**src/hdl/i2cmw_pkg.sv**
```systemverilog
package i2cmw_pkg;

	localparam int TICK_WIDTH_DEF = 16;
	localparam int PHASE_TICKS_W  = 16;
	localparam int BYTE_W         = 8;
	localparam int CFG_DATA_W     = 16;
	localparam int CFG_INDEX_W    = 1;

	localparam logic [BYTE_W-1:0]        ADDRESS_BYTE_RST = 8'd120;
	localparam logic [PHASE_TICKS_W-1:0] PHASE_TICKS_RST  = 16'd90;

	typedef enum logic [CFG_INDEX_W-1:0] {
		REG_ADDRESS_BYTE = 1'b0,
		REG_PHASE_TICKS  = 1'b1
	} cfg_reg_t;

	typedef enum logic [2:0] {
		PH_IDLE  = 3'd0,
		PH_START = 3'd1,
		PH_BIT   = 3'd2,
		PH_ACK   = 3'd3,
		PH_STOP  = 3'd4
	} bus_phase_t;

	typedef enum logic [0:0] {
		OP_WRITE = 1'b0,
		OP_PROBE = 1'b1
	} op_t;

	typedef enum logic [1:0] {
		BYTE_ADDR = 2'd0,
		BYTE_REG  = 2'd1,
		BYTE_DATA = 2'd2
	} byte_sel_t;

	typedef struct packed {
		logic       scl_out;
		logic       sda_out;
		logic       busy_res;
		logic       done_res;
		logic       nack;
		logic [1:0] failed_byte;
	} res_t;

endpackage

```
**src/hdl/i2cmw_item_if.sv**
```systemverilog
interface i2cmw_item_if;
	logic                           valid;
	logic                           ready;
	logic                           op;
	logic                           go;
	logic [i2cmw_pkg::BYTE_W-1:0]   reg_byte;
	logic [i2cmw_pkg::BYTE_W-1:0]   data_byte;
	logic                           sda_in;

	modport source (output valid, output op, output go, output reg_byte, output data_byte,
		output sda_in, input ready);
	modport sink (input valid, input op, input go, input reg_byte, input data_byte,
		input sda_in, output ready);
endinterface

```
**src/hdl/i2cmw_res_if.sv**
```systemverilog
interface i2cmw_res_if;
	logic       valid;
	logic       ready;
	logic       scl_out;
	logic       sda_out;
	logic       busy_res;
	logic       done_res;
	logic       nack;
	logic [1:0] failed_byte;

	modport source (output valid, output scl_out, output sda_out, output busy_res,
		output done_res, output nack, output failed_byte, input ready);
	modport sink (input valid, input scl_out, input sda_out, input busy_res,
		input done_res, input nack, input failed_byte, output ready);
endinterface

```
**src/hdl/i2c_master_register_write_core.sv**
```systemverilog
// I2C master for register writes and address probes. Each accepted item is one tick of the bus
// timer: the bus state advances by one tick and one result item (pin drives and status) comes
// back, registered. One item is accepted every cycle while the skid entry is empty; a two-entry
// output buffer lets one more item in while the result side stalls. A go while idle
// starts a transaction: start, address byte, then register and data bytes (write) or nothing
// more (probe), each byte followed by an acknowledge sample; a NACK goes straight to stop.
// Each bus phase step lasts phase_ticks ticks (0 acts as 1, clipped to what TICK_WIDTH holds).
// done_res pulses on the tick the stop completes, with nack and failed_byte.
module i2c_master_register_write_core #(
	parameter int TICK_WIDTH = i2cmw_pkg::TICK_WIDTH_DEF
) (
	input  logic                                clk,
	input  logic                                arst_n,
	i2cmw_item_if.sink                          item,
	i2cmw_res_if.source                         result,
	input  logic                                cfg_we,
	input  logic [i2cmw_pkg::CFG_INDEX_W-1:0]   cfg_index,
	input  logic [i2cmw_pkg::CFG_DATA_W-1:0]    cfg_data
);

	localparam int CW = (TICK_WIDTH > i2cmw_pkg::PHASE_TICKS_W) ?
		TICK_WIDTH : i2cmw_pkg::PHASE_TICKS_W;
	localparam int BW = i2cmw_pkg::BYTE_W;

	// configuration
	logic [BW-1:0]                          address_byte_q;
	logic [i2cmw_pkg::PHASE_TICKS_W-1:0]    phase_ticks_q;

	always_ff @(posedge clk or negedge arst_n) begin
		if (!arst_n) begin
			address_byte_q <= i2cmw_pkg::ADDRESS_BYTE_RST;
			phase_ticks_q  <= i2cmw_pkg::PHASE_TICKS_RST;
		end else if (cfg_we) begin
			case (i2cmw_pkg::cfg_reg_t'(cfg_index))
				i2cmw_pkg::REG_ADDRESS_BYTE: address_byte_q <= cfg_data[BW-1:0];
				i2cmw_pkg::REG_PHASE_TICKS:
					phase_ticks_q <= cfg_data[i2cmw_pkg::PHASE_TICKS_W-1:0];
				default: ;
			endcase
		end
	end

	// bus state
	i2cmw_pkg::bus_phase_t  phase_q, phase_d;
	logic [1:0]             sub_q, sub_d;
	logic [TICK_WIDTH-1:0]  tick_q, tick_d;
	logic [2:0]             bit_q, bit_d;
	logic [1:0]             byte_q, byte_d;
	logic [BW-1:0]          shift_q, shift_d;
	logic [BW-1:0]          held_reg_q, held_reg_d;
	logic [BW-1:0]          held_data_q, held_data_d;
	logic                   probe_q, probe_d;
	logic                   scl_q, scl_d;
	logic                   sda_q, sda_d;
	logic                   nack_q, nack_d;
	logic                   done_d;

	logic [CW-1:0]          cap_w, ticks_w, limit_w;
	logic [TICK_WIDTH-1:0]  limit;
	logic                   accept;
	i2cmw_pkg::res_t        res_d;

	assign accept = item.valid && item.ready;

	always_comb begin
		cap_w   = CW'({TICK_WIDTH{1'b1}});
		ticks_w = CW'(phase_ticks_q);
		limit_w = (ticks_w > cap_w) ? cap_w : ticks_w;
		if (limit_w == '0) begin
			limit_w = CW'(1);
		end
		limit = limit_w[TICK_WIDTH-1:0];
	end

	always_comb begin
		phase_d     = phase_q;
		sub_d       = sub_q;
		tick_d      = tick_q;
		bit_d       = bit_q;
		byte_d      = byte_q;
		shift_d     = shift_q;
		held_reg_d  = held_reg_q;
		held_data_d = held_data_q;
		probe_d     = probe_q;
		scl_d       = scl_q;
		sda_d       = sda_q;
		nack_d      = nack_q;
		done_d      = 1'b0;

		if (phase_q == i2cmw_pkg::PH_IDLE) begin
			if (item.go) begin
				probe_d     = item.op;
				held_reg_d  = item.reg_byte;
				held_data_d = item.data_byte;
				shift_d     = address_byte_q;
				byte_d      = i2cmw_pkg::BYTE_ADDR;
				bit_d       = '0;
				nack_d      = 1'b0;
				phase_d     = i2cmw_pkg::PH_START;
				sub_d       = '0;
				scl_d       = 1'b1;
				sda_d       = 1'b1;
				tick_d      = TICK_WIDTH'(1);
			end
		end else if (tick_q < limit) begin
			tick_d = tick_q + TICK_WIDTH'(1);
		end else begin
			tick_d = TICK_WIDTH'(1);
			case (phase_q)
				i2cmw_pkg::PH_START: begin
					if (sub_q == 2'd0) begin
						sda_d = 1'b0;
						sub_d = 2'd1;
					end else if (sub_q == 2'd1) begin
						scl_d = 1'b0;
						sub_d = 2'd2;
					end else begin
						bit_d   = '0;
						phase_d = i2cmw_pkg::PH_BIT;
						sub_d   = '0;
						sda_d   = shift_q[BW-1];
					end
				end
				i2cmw_pkg::PH_BIT: begin
					if (sub_q == 2'd0) begin
						scl_d = 1'b1;
						sub_d = 2'd1;
					end else if (sub_q == 2'd1) begin
						scl_d = 1'b0;
						if (bit_q == 3'd7) begin
							sda_d = 1'b1;
						end
						shift_d = {shift_q[BW-2:0], 1'b0};
						sub_d   = 2'd2;
					end else if (bit_q == 3'd7) begin
						// release SDA for the slave's acknowledge
						phase_d = i2cmw_pkg::PH_ACK;
						sub_d   = '0;
						sda_d   = 1'b1;
					end else begin
						bit_d   = bit_q + 3'd1;
						phase_d = i2cmw_pkg::PH_BIT;
						sub_d   = '0;
						sda_d   = shift_q[BW-1];
					end
				end
				i2cmw_pkg::PH_ACK: begin
					if (sub_q == 2'd0) begin
						scl_d = 1'b1;
						sub_d = 2'd1;
					end else if (sub_q == 2'd1) begin
						nack_d = item.sda_in;
						scl_d  = 1'b0;
						sub_d  = 2'd2;
					end else if (nack_q || probe_q || byte_q >= i2cmw_pkg::BYTE_DATA) begin
						phase_d = i2cmw_pkg::PH_STOP;
						sub_d   = '0;
						sda_d   = 1'b0;
						scl_d   = 1'b1;
					end else begin
						byte_d  = byte_q + 2'd1;
						shift_d = (byte_q == i2cmw_pkg::BYTE_ADDR) ? held_reg_q : held_data_q;
						bit_d   = '0;
						phase_d = i2cmw_pkg::PH_BIT;
						sub_d   = '0;
						sda_d   = shift_d[BW-1];
					end
				end
				i2cmw_pkg::PH_STOP: begin
					sda_d   = 1'b1;
					scl_d   = 1'b1;
					phase_d = i2cmw_pkg::PH_IDLE;
					sub_d   = '0;
					tick_d  = '0;
					done_d  = 1'b1;
				end
				default: begin
					phase_d = i2cmw_pkg::PH_IDLE;
					sub_d   = '0;
					tick_d  = '0;
					scl_d   = 1'b1;
					sda_d   = 1'b1;
				end
			endcase
		end

		res_d.scl_out     = scl_d;
		res_d.sda_out     = sda_d;
		res_d.busy_res    = (phase_d != i2cmw_pkg::PH_IDLE);
		res_d.done_res    = done_d;
		res_d.nack        = done_d && nack_d;
		res_d.failed_byte = (done_d && nack_d) ? byte_d : 2'd0;
	end

	always_ff @(posedge clk or negedge arst_n) begin
		if (!arst_n) begin
			phase_q     <= i2cmw_pkg::PH_IDLE;
			sub_q       <= '0;
			tick_q      <= '0;
			bit_q       <= '0;
			byte_q      <= '0;
			shift_q     <= '0;
			held_reg_q  <= '0;
			held_data_q <= '0;
			probe_q     <= 1'b0;
			scl_q       <= 1'b1;
			sda_q       <= 1'b1;
			nack_q      <= 1'b0;
		end else if (accept) begin
			phase_q     <= phase_d;
			sub_q       <= sub_d;
			tick_q      <= tick_d;
			bit_q       <= bit_d;
			byte_q      <= byte_d;
			shift_q     <= shift_d;
			held_reg_q  <= held_reg_d;
			held_data_q <= held_data_d;
			probe_q     <= probe_d;
			scl_q       <= scl_d;
			sda_q       <= sda_d;
			nack_q      <= nack_d;
		end
	end

	// two-entry result buffer: output register plus skid
	logic               out_valid_q, skid_valid_q;
	i2cmw_pkg::res_t    out_q, skid_q;
	logic               pop;

	assign item.ready = !skid_valid_q;
	assign pop        = out_valid_q && result.ready;

	always_ff @(posedge clk or negedge arst_n) begin
		if (!arst_n) begin
			out_valid_q  <= 1'b0;
			skid_valid_q <= 1'b0;
		end else if (pop) begin
			if (skid_valid_q) begin
				skid_valid_q <= 1'b0;
			end else begin
				out_valid_q <= accept;
			end
		end else if (accept) begin
			if (out_valid_q) begin
				skid_valid_q <= 1'b1;
			end else begin
				out_valid_q <= 1'b1;
			end
		end
	end

	always_ff @(posedge clk) begin
		if (pop) begin
			if (skid_valid_q) begin
				out_q <= skid_q;
			end else if (accept) begin
				out_q <= res_d;
			end
		end else if (accept) begin
			if (out_valid_q) begin
				skid_q <= res_d;
			end else begin
				out_q <= res_d;
			end
		end
	end

	assign result.valid       = out_valid_q;
	assign result.scl_out     = out_q.scl_out;
	assign result.sda_out     = out_q.sda_out;
	assign result.busy_res    = out_q.busy_res;
	assign result.done_res    = out_q.done_res;
	assign result.nack        = out_q.nack;
	assign result.failed_byte = out_q.failed_byte;

endmodule

```
**src/flat_wrapper.sv**
```systemverilog
// flat-port wrapper written by rule: the top's interface ports become plain ports
module i2c_master_register_write_core_flat 
#(
	parameter int TICK_WIDTH = i2cmw_pkg::TICK_WIDTH_DEF
)
  (clk, arst_n, cfg_we, cfg_index, cfg_data, item_valid, item_op, item_go, item_reg_byte, item_data_byte, item_sda_in, item_ready, result_valid, result_scl_out, result_sda_out, result_busy_res, result_done_res, result_nack, result_failed_byte, result_ready);
  i2cmw_item_if item_i ();
  i2cmw_res_if result_i ();
  input  logic clk;
  input  logic arst_n;
  input  logic cfg_we;
  input  logic [i2cmw_pkg::CFG_INDEX_W-1:0] cfg_index;
  input  logic [i2cmw_pkg::CFG_DATA_W-1:0] cfg_data;
  input wire logic [$bits(item_i.valid)-1:0] item_valid;
  input wire logic [$bits(item_i.op)-1:0] item_op;
  input wire logic [$bits(item_i.go)-1:0] item_go;
  input wire logic [$bits(item_i.reg_byte)-1:0] item_reg_byte;
  input wire logic [$bits(item_i.data_byte)-1:0] item_data_byte;
  input wire logic [$bits(item_i.sda_in)-1:0] item_sda_in;
  output wire logic [$bits(item_i.ready)-1:0] item_ready;
  output wire logic [$bits(result_i.valid)-1:0] result_valid;
  output wire logic [$bits(result_i.scl_out)-1:0] result_scl_out;
  output wire logic [$bits(result_i.sda_out)-1:0] result_sda_out;
  output wire logic [$bits(result_i.busy_res)-1:0] result_busy_res;
  output wire logic [$bits(result_i.done_res)-1:0] result_done_res;
  output wire logic [$bits(result_i.nack)-1:0] result_nack;
  output wire logic [$bits(result_i.failed_byte)-1:0] result_failed_byte;
  input wire logic [$bits(result_i.ready)-1:0] result_ready;
  assign item_i.valid = item_valid;
  assign item_i.op = item_op;
  assign item_i.go = item_go;
  assign item_i.reg_byte = item_reg_byte;
  assign item_i.data_byte = item_data_byte;
  assign item_i.sda_in = item_sda_in;
  assign item_ready = item_i.ready;
  assign result_valid = result_i.valid;
  assign result_scl_out = result_i.scl_out;
  assign result_sda_out = result_i.sda_out;
  assign result_busy_res = result_i.busy_res;
  assign result_done_res = result_i.done_res;
  assign result_nack = result_i.nack;
  assign result_failed_byte = result_i.failed_byte;
  assign result_i.ready = result_ready;
  i2c_master_register_write_core #(.TICK_WIDTH(TICK_WIDTH)) u_core (.clk(clk), .arst_n(arst_n), .item(item_i), .result(result_i), .cfg_we(cfg_we), .cfg_index(cfg_index), .cfg_data(cfg_data));
endmodule
```
**config.mk**
```make
export PLATFORM = sky130hd
export DESIGN_NAME = i2c_master_register_write_core_flat
export DESIGN_NICKNAME = d
export VERILOG_FILES = /design/src/hdl/i2cmw_pkg.sv /design/src/hdl/i2cmw_item_if.sv /design/src/hdl/i2cmw_res_if.sv /design/src/hdl/i2c_master_register_write_core.sv /design/src/flat_wrapper.sv
export SDC_FILE = /design/constraint.sdc
export NUM_CORES = 1
export LEC_CHECK = 0
export ABC_AREA = 1
export BUFFER_PORTS_ARGS = -buffer_cell sky130_fd_sc_hd__buf_2
export CAP_MARGIN = 20
export CORE_MARGIN = 5
export CORE_UTILIZATION = 25
export DETAILED_ROUTE_END_ITERATION = 12
export GPL_TIMING_DRIVEN = 0
export HOLD_SLACK_MARGIN = 0.15
export PLACE_DENSITY = 0.36
export SLEW_MARGIN = 10
export SYNTH_ARGS = -nofsm -noshare
export SYNTH_HDL_FRONTEND = slang
export SYNTH_SLANG_ARGS = --single-unit
```
**constraint.sdc**
```tcl
create_clock -name clk -period 3.9 [get_ports clk]
set_input_delay 0.39 -clock clk [delete_from_list [all_inputs] [get_ports clk]]
set_output_delay 0.39 -clock clk [all_outputs]
set_load 0.005 [all_outputs]
```
==> impl_results.md <==
- Hold path endpoint: u_core.held_data_q[4]
- Post-synthesis average cell area: between 8 and 9 um^2
- Clk_skew: ~9 ps
- Post-Syn Area: a little over 5000 um^2
- Via Count: approximately 4,000
- Htree depth: 3
- Initial antenna violation count: 0
- R2R Setup Slk: 1460 ps
- Min-Delay Path Class: input pin to flip-flop
- Post-synthesis mux area share: under 10%
- Layout Cell Area excl Fill: about 6000 um^2
- RSZ-0062 raised after global routing: no
- Placed Area: approximately 5700 um^2
- Min Tclk post-route: ~2400 ps
- Die width: 152 um
- Placed Instances: 917
- Die Span Y: between 150 and 200 um
- Clock Sinks: 94
- Rel. slew slack: 58.0%
- Total GRT Usage: a little under an eighth
- Final Hold Fails: 0
- Avg WL per Cell: 13.5 um
- Data arrival time of the worst path: approximately 2600 ps
- ANT cells: 0
- Resize count post-CTS: 0
- Yosys warnings: 0
- Largest family of logic cells by synthesized area: simple AND/OR/NAND/NOR gates
- Reg2Reg Depth: 10
- Critical Path RT: around 4000 ps
- Final core utilization: about 30%
- DR WL met3: a little over 400 um
- Setup TNS: 0 ps
- Placeable core area: around 20,000 um^2
- Initial DRC Count: approximately 260
- Root buf cell: clkbuf_16
- Post-DR vias/cell: about 4.3
- WHS Path Cells: 3
- Number of global-route vias before repair: 4,161
- Syn-to-layout area delta: 17.7%
- Share of cells above drive strength 1: a little under a fifth
- Fill count: 2,213
- Num ports: 50
- Post-synthesis simple-gate area fraction: between 20% and 30%
- XOR/XNOR share of the synthesized area: around 1.9%
- RR Endpoint: u_core.result.done_res
- Sequential-to-total area share from yosys stat: slightly below 50%
- Reg area: approximately 2400 um^2
- GPL Wtd Cong: around 0.85
- Clk slew on worst S/H paths: around 70 ps
- R2r startpoint: u_core.tick_q[9]
- Cell Pwr Density: between 500 and 600 nW/um^2
- Multi-input logic area: about 2200 um^2
- DRC: 0
- Initial Util: roughly a quarter
- Final Setup Violations: 0
- Final Max Tran Viols: 0
- Worst setup SP type: flip-flop
- Syn Nets: between 600 and 700
- Crit share post-route: between 60% and 70%
- Met2 WL: ~5.8 mm
- First-pass GRT wire length: 21.2 mm
- Primary FF master, synth: dfrtp_1
- Router iterations before antenna repair: 4
- Complex-gate fraction of the synthesized area: 11.0%
- Worst Setup End Kind: flip-flop
- Critical path class: flip-flop to flip-flop
- FF+latch count, synth: between 90 and 100
- Leak Pwr: between 2 and 3 nW
- Ys async rst share: between 80% and 90%
- Max layer used: met4
- Worst-Margin Slew: about 630 ps
- Overflow after GRT: 0
- CTS tree: built
- Distinct cells, synth: 47
- Total CTS buffers: 9
- Post-Syn Instances: around 600
- Longest Clk Path Bufs: 2
- Fmax: slightly above 400 MHz
- Die area: between 20,000 and 25,000 um^2
- Final hold slack: around 240 ps
- Drt total wl: about 13 mm
- Status: completed
- Number of flops mapped to enable cells by yosys: 14
- Critical Path Fanout Max: 10
- Final non-filler cell total: roughly 930
- Clock Latency Late Sink: around 350 ps
- Fin nets: between 700 and 800
- Largest net degree at the start of global routing: between 50 and 60
- Max cap viols: 0
- Port buffer count: 49
- Peak supply drop: 231 uV
- Half-perimeter wire length after placement: between 9 and 10 mm
- Routed Antenna Nets: 0
- Met1 WL: between 6 and 7 mm
- # rows: 52
- Post-Synth Adder-Cell Area: roughly 5.0%
- Hold_sp: item_data_byte[4]
how the worst max path moves through the flow:
stage / start / to / slack (ps) / cells after the start
6_report: u_core.tick_q[9] / u_core.result.done_res / 1460 / 10
4_1_cts: u_core.tick_q[9] / u_core.skid_q[0] / 1430 / 11
5_1_grt: u_core.tick_q[9] / u_core.skid_q[1] / 1190 / 11
3_5_place_dp: u_core.tick_q[9] / u_core.skid_q[0] / 1440 / 11
3_3_place_gp: u_core.tick_q[9] / u_core.result.busy_res / 1450 / 13
2_1_floorplan: u_core.phase_ticks_q[6] / u_core.result.busy_res / 1810 / 15
critical path, stage by stage (launching register included):
cell and delay, ps:
dfrtp_1 440, ha_1 330, a21oi_1 140, nand3b_1 120, a21oi_1 100, nor4_4 350
nand2_2 120, buf_6 170, nand2_1 160, nor3_2 90, a21o_1 180
kinds of logic after synthesis:
kind of cell    Yosys count
mux                       8
fa+ha+maj                20
flops                    94
xor+xnor                 11
simple gates            270
compound gates           96
buf+inv                  98
timing repair:
item / CTS / global route
endpoints found under the hold margin: 29 / 0
hold buffers: 1 / 0
setup buffers: 0 / 0
power breakdown:
part	total, mW	switching [mW]	internal, mW	leakage [nW]
registers	1.42	0.151	1.27	1.12
clock network	0.839	0.374	0.464	0.133
logic	1.09	0.702	0.388	1.54
total	3.35	1.23	2.13	2.79
routing by layer:
metal | vias up | track usage (%)
met3 | 12 | 2.53
met5 | - | 0
met4 | 0 | 3.94
met1 | 1885 | 15.1
li1 | 2062 | -
met2 | 57 | 18.0
placed cells by master (no fill, tap or decap), types with 2 or more instances in the layout:
master     synthesis  routed
o22ai_1            3       3
xor2_1             9       9
dfrtp_1           70      70
ha_1              20      20
nand2_1          139     139
a211oi_1           7       7
buf_4              1       2
clkbuf_16          0       9
o21ai_0           50      50
nor2_8             2       2
nand2_4            2       2
nor2_4             3       3
nand4_1            7       7
nor2_2            12      12
xnor2_1            2       2
inv_4              3       3
nand3_1           24      24
mux2_2             8       8
clkbuf_8           0       2
clkbuf_1           7      10
inv_2              6       6
dfstp_2           10      10
buf_6              2       2
nor2_1            60      60
a21oi_1           24      24
nand2_2            8       8
o211ai_1           2       2
buf_2              1      49
edfxtp_1          14      14
nor3_1             7       7
inv_1             76      76
cell usage after synthesis, drive strengths merged (2+ instances only):
library cell    n  share of area [%]
nor3            8               0.89
a21oi          24                2.4
dfstp          10                5.2
nand4           7               0.87
nor2           77                7.4
xor2            9                1.6
nand2         149                 12
nand3          24                2.4
mux2            8                1.8
buf             5               0.77
o21ai          52                5.2
ha             20                5.0
edfxtp         14                8.3
dfrtp          70                 35
a211oi          7                1.0
nor4            2               0.54
xnor2           2               0.35
o22ai           3               0.37
o211ai          2               0.30
clkbuf          7               0.52
inv            85                6.5
final cells by class:
cell class | instances | share of cell area, %
Sequential cell | 94 | 41.0
Multi-Input combinational cell | 405 | 37.4
Tap cell | 270 | 5.68
Inverter | 86 | 5.56
Timing Repair Buffer | 51 | 4.80
Clock buffer | 14 | 4.44
Buffer | 12 | 1.09
Clock inverter | 1 | 0.0842
state kept, by name, indices dropped and copies added (netlist names), 2 cells and up:
| register | flops |
|---|---|
| u_core.sub_q | 2 |
| u_core.held_data_q | 8 |
| u_core.phase_ticks_q | 16 |
| u_core.result.failed_byte | 2 |
| u_core.skid_q | 7 |
| u_core.byte_q | 2 |
| u_core.bit_q | 3 |
| u_core.phase_q | 3 |
| u_core.tick_q | 16 |
| u_core.address_byte_q | 8 |
| u_core.shift_q | 8 |
| u_core.held_reg_q | 8 |
stage by stage:
step	setup slack (ps)	total power, mW
after floorplan	1810	2.20
after global placement	1450	2.54
after detailed placement	1440	2.56
after CTS	1430	3.43
after global routing	1190	3.63
final	1460	3.35
(Power assumes the default switching activity.)
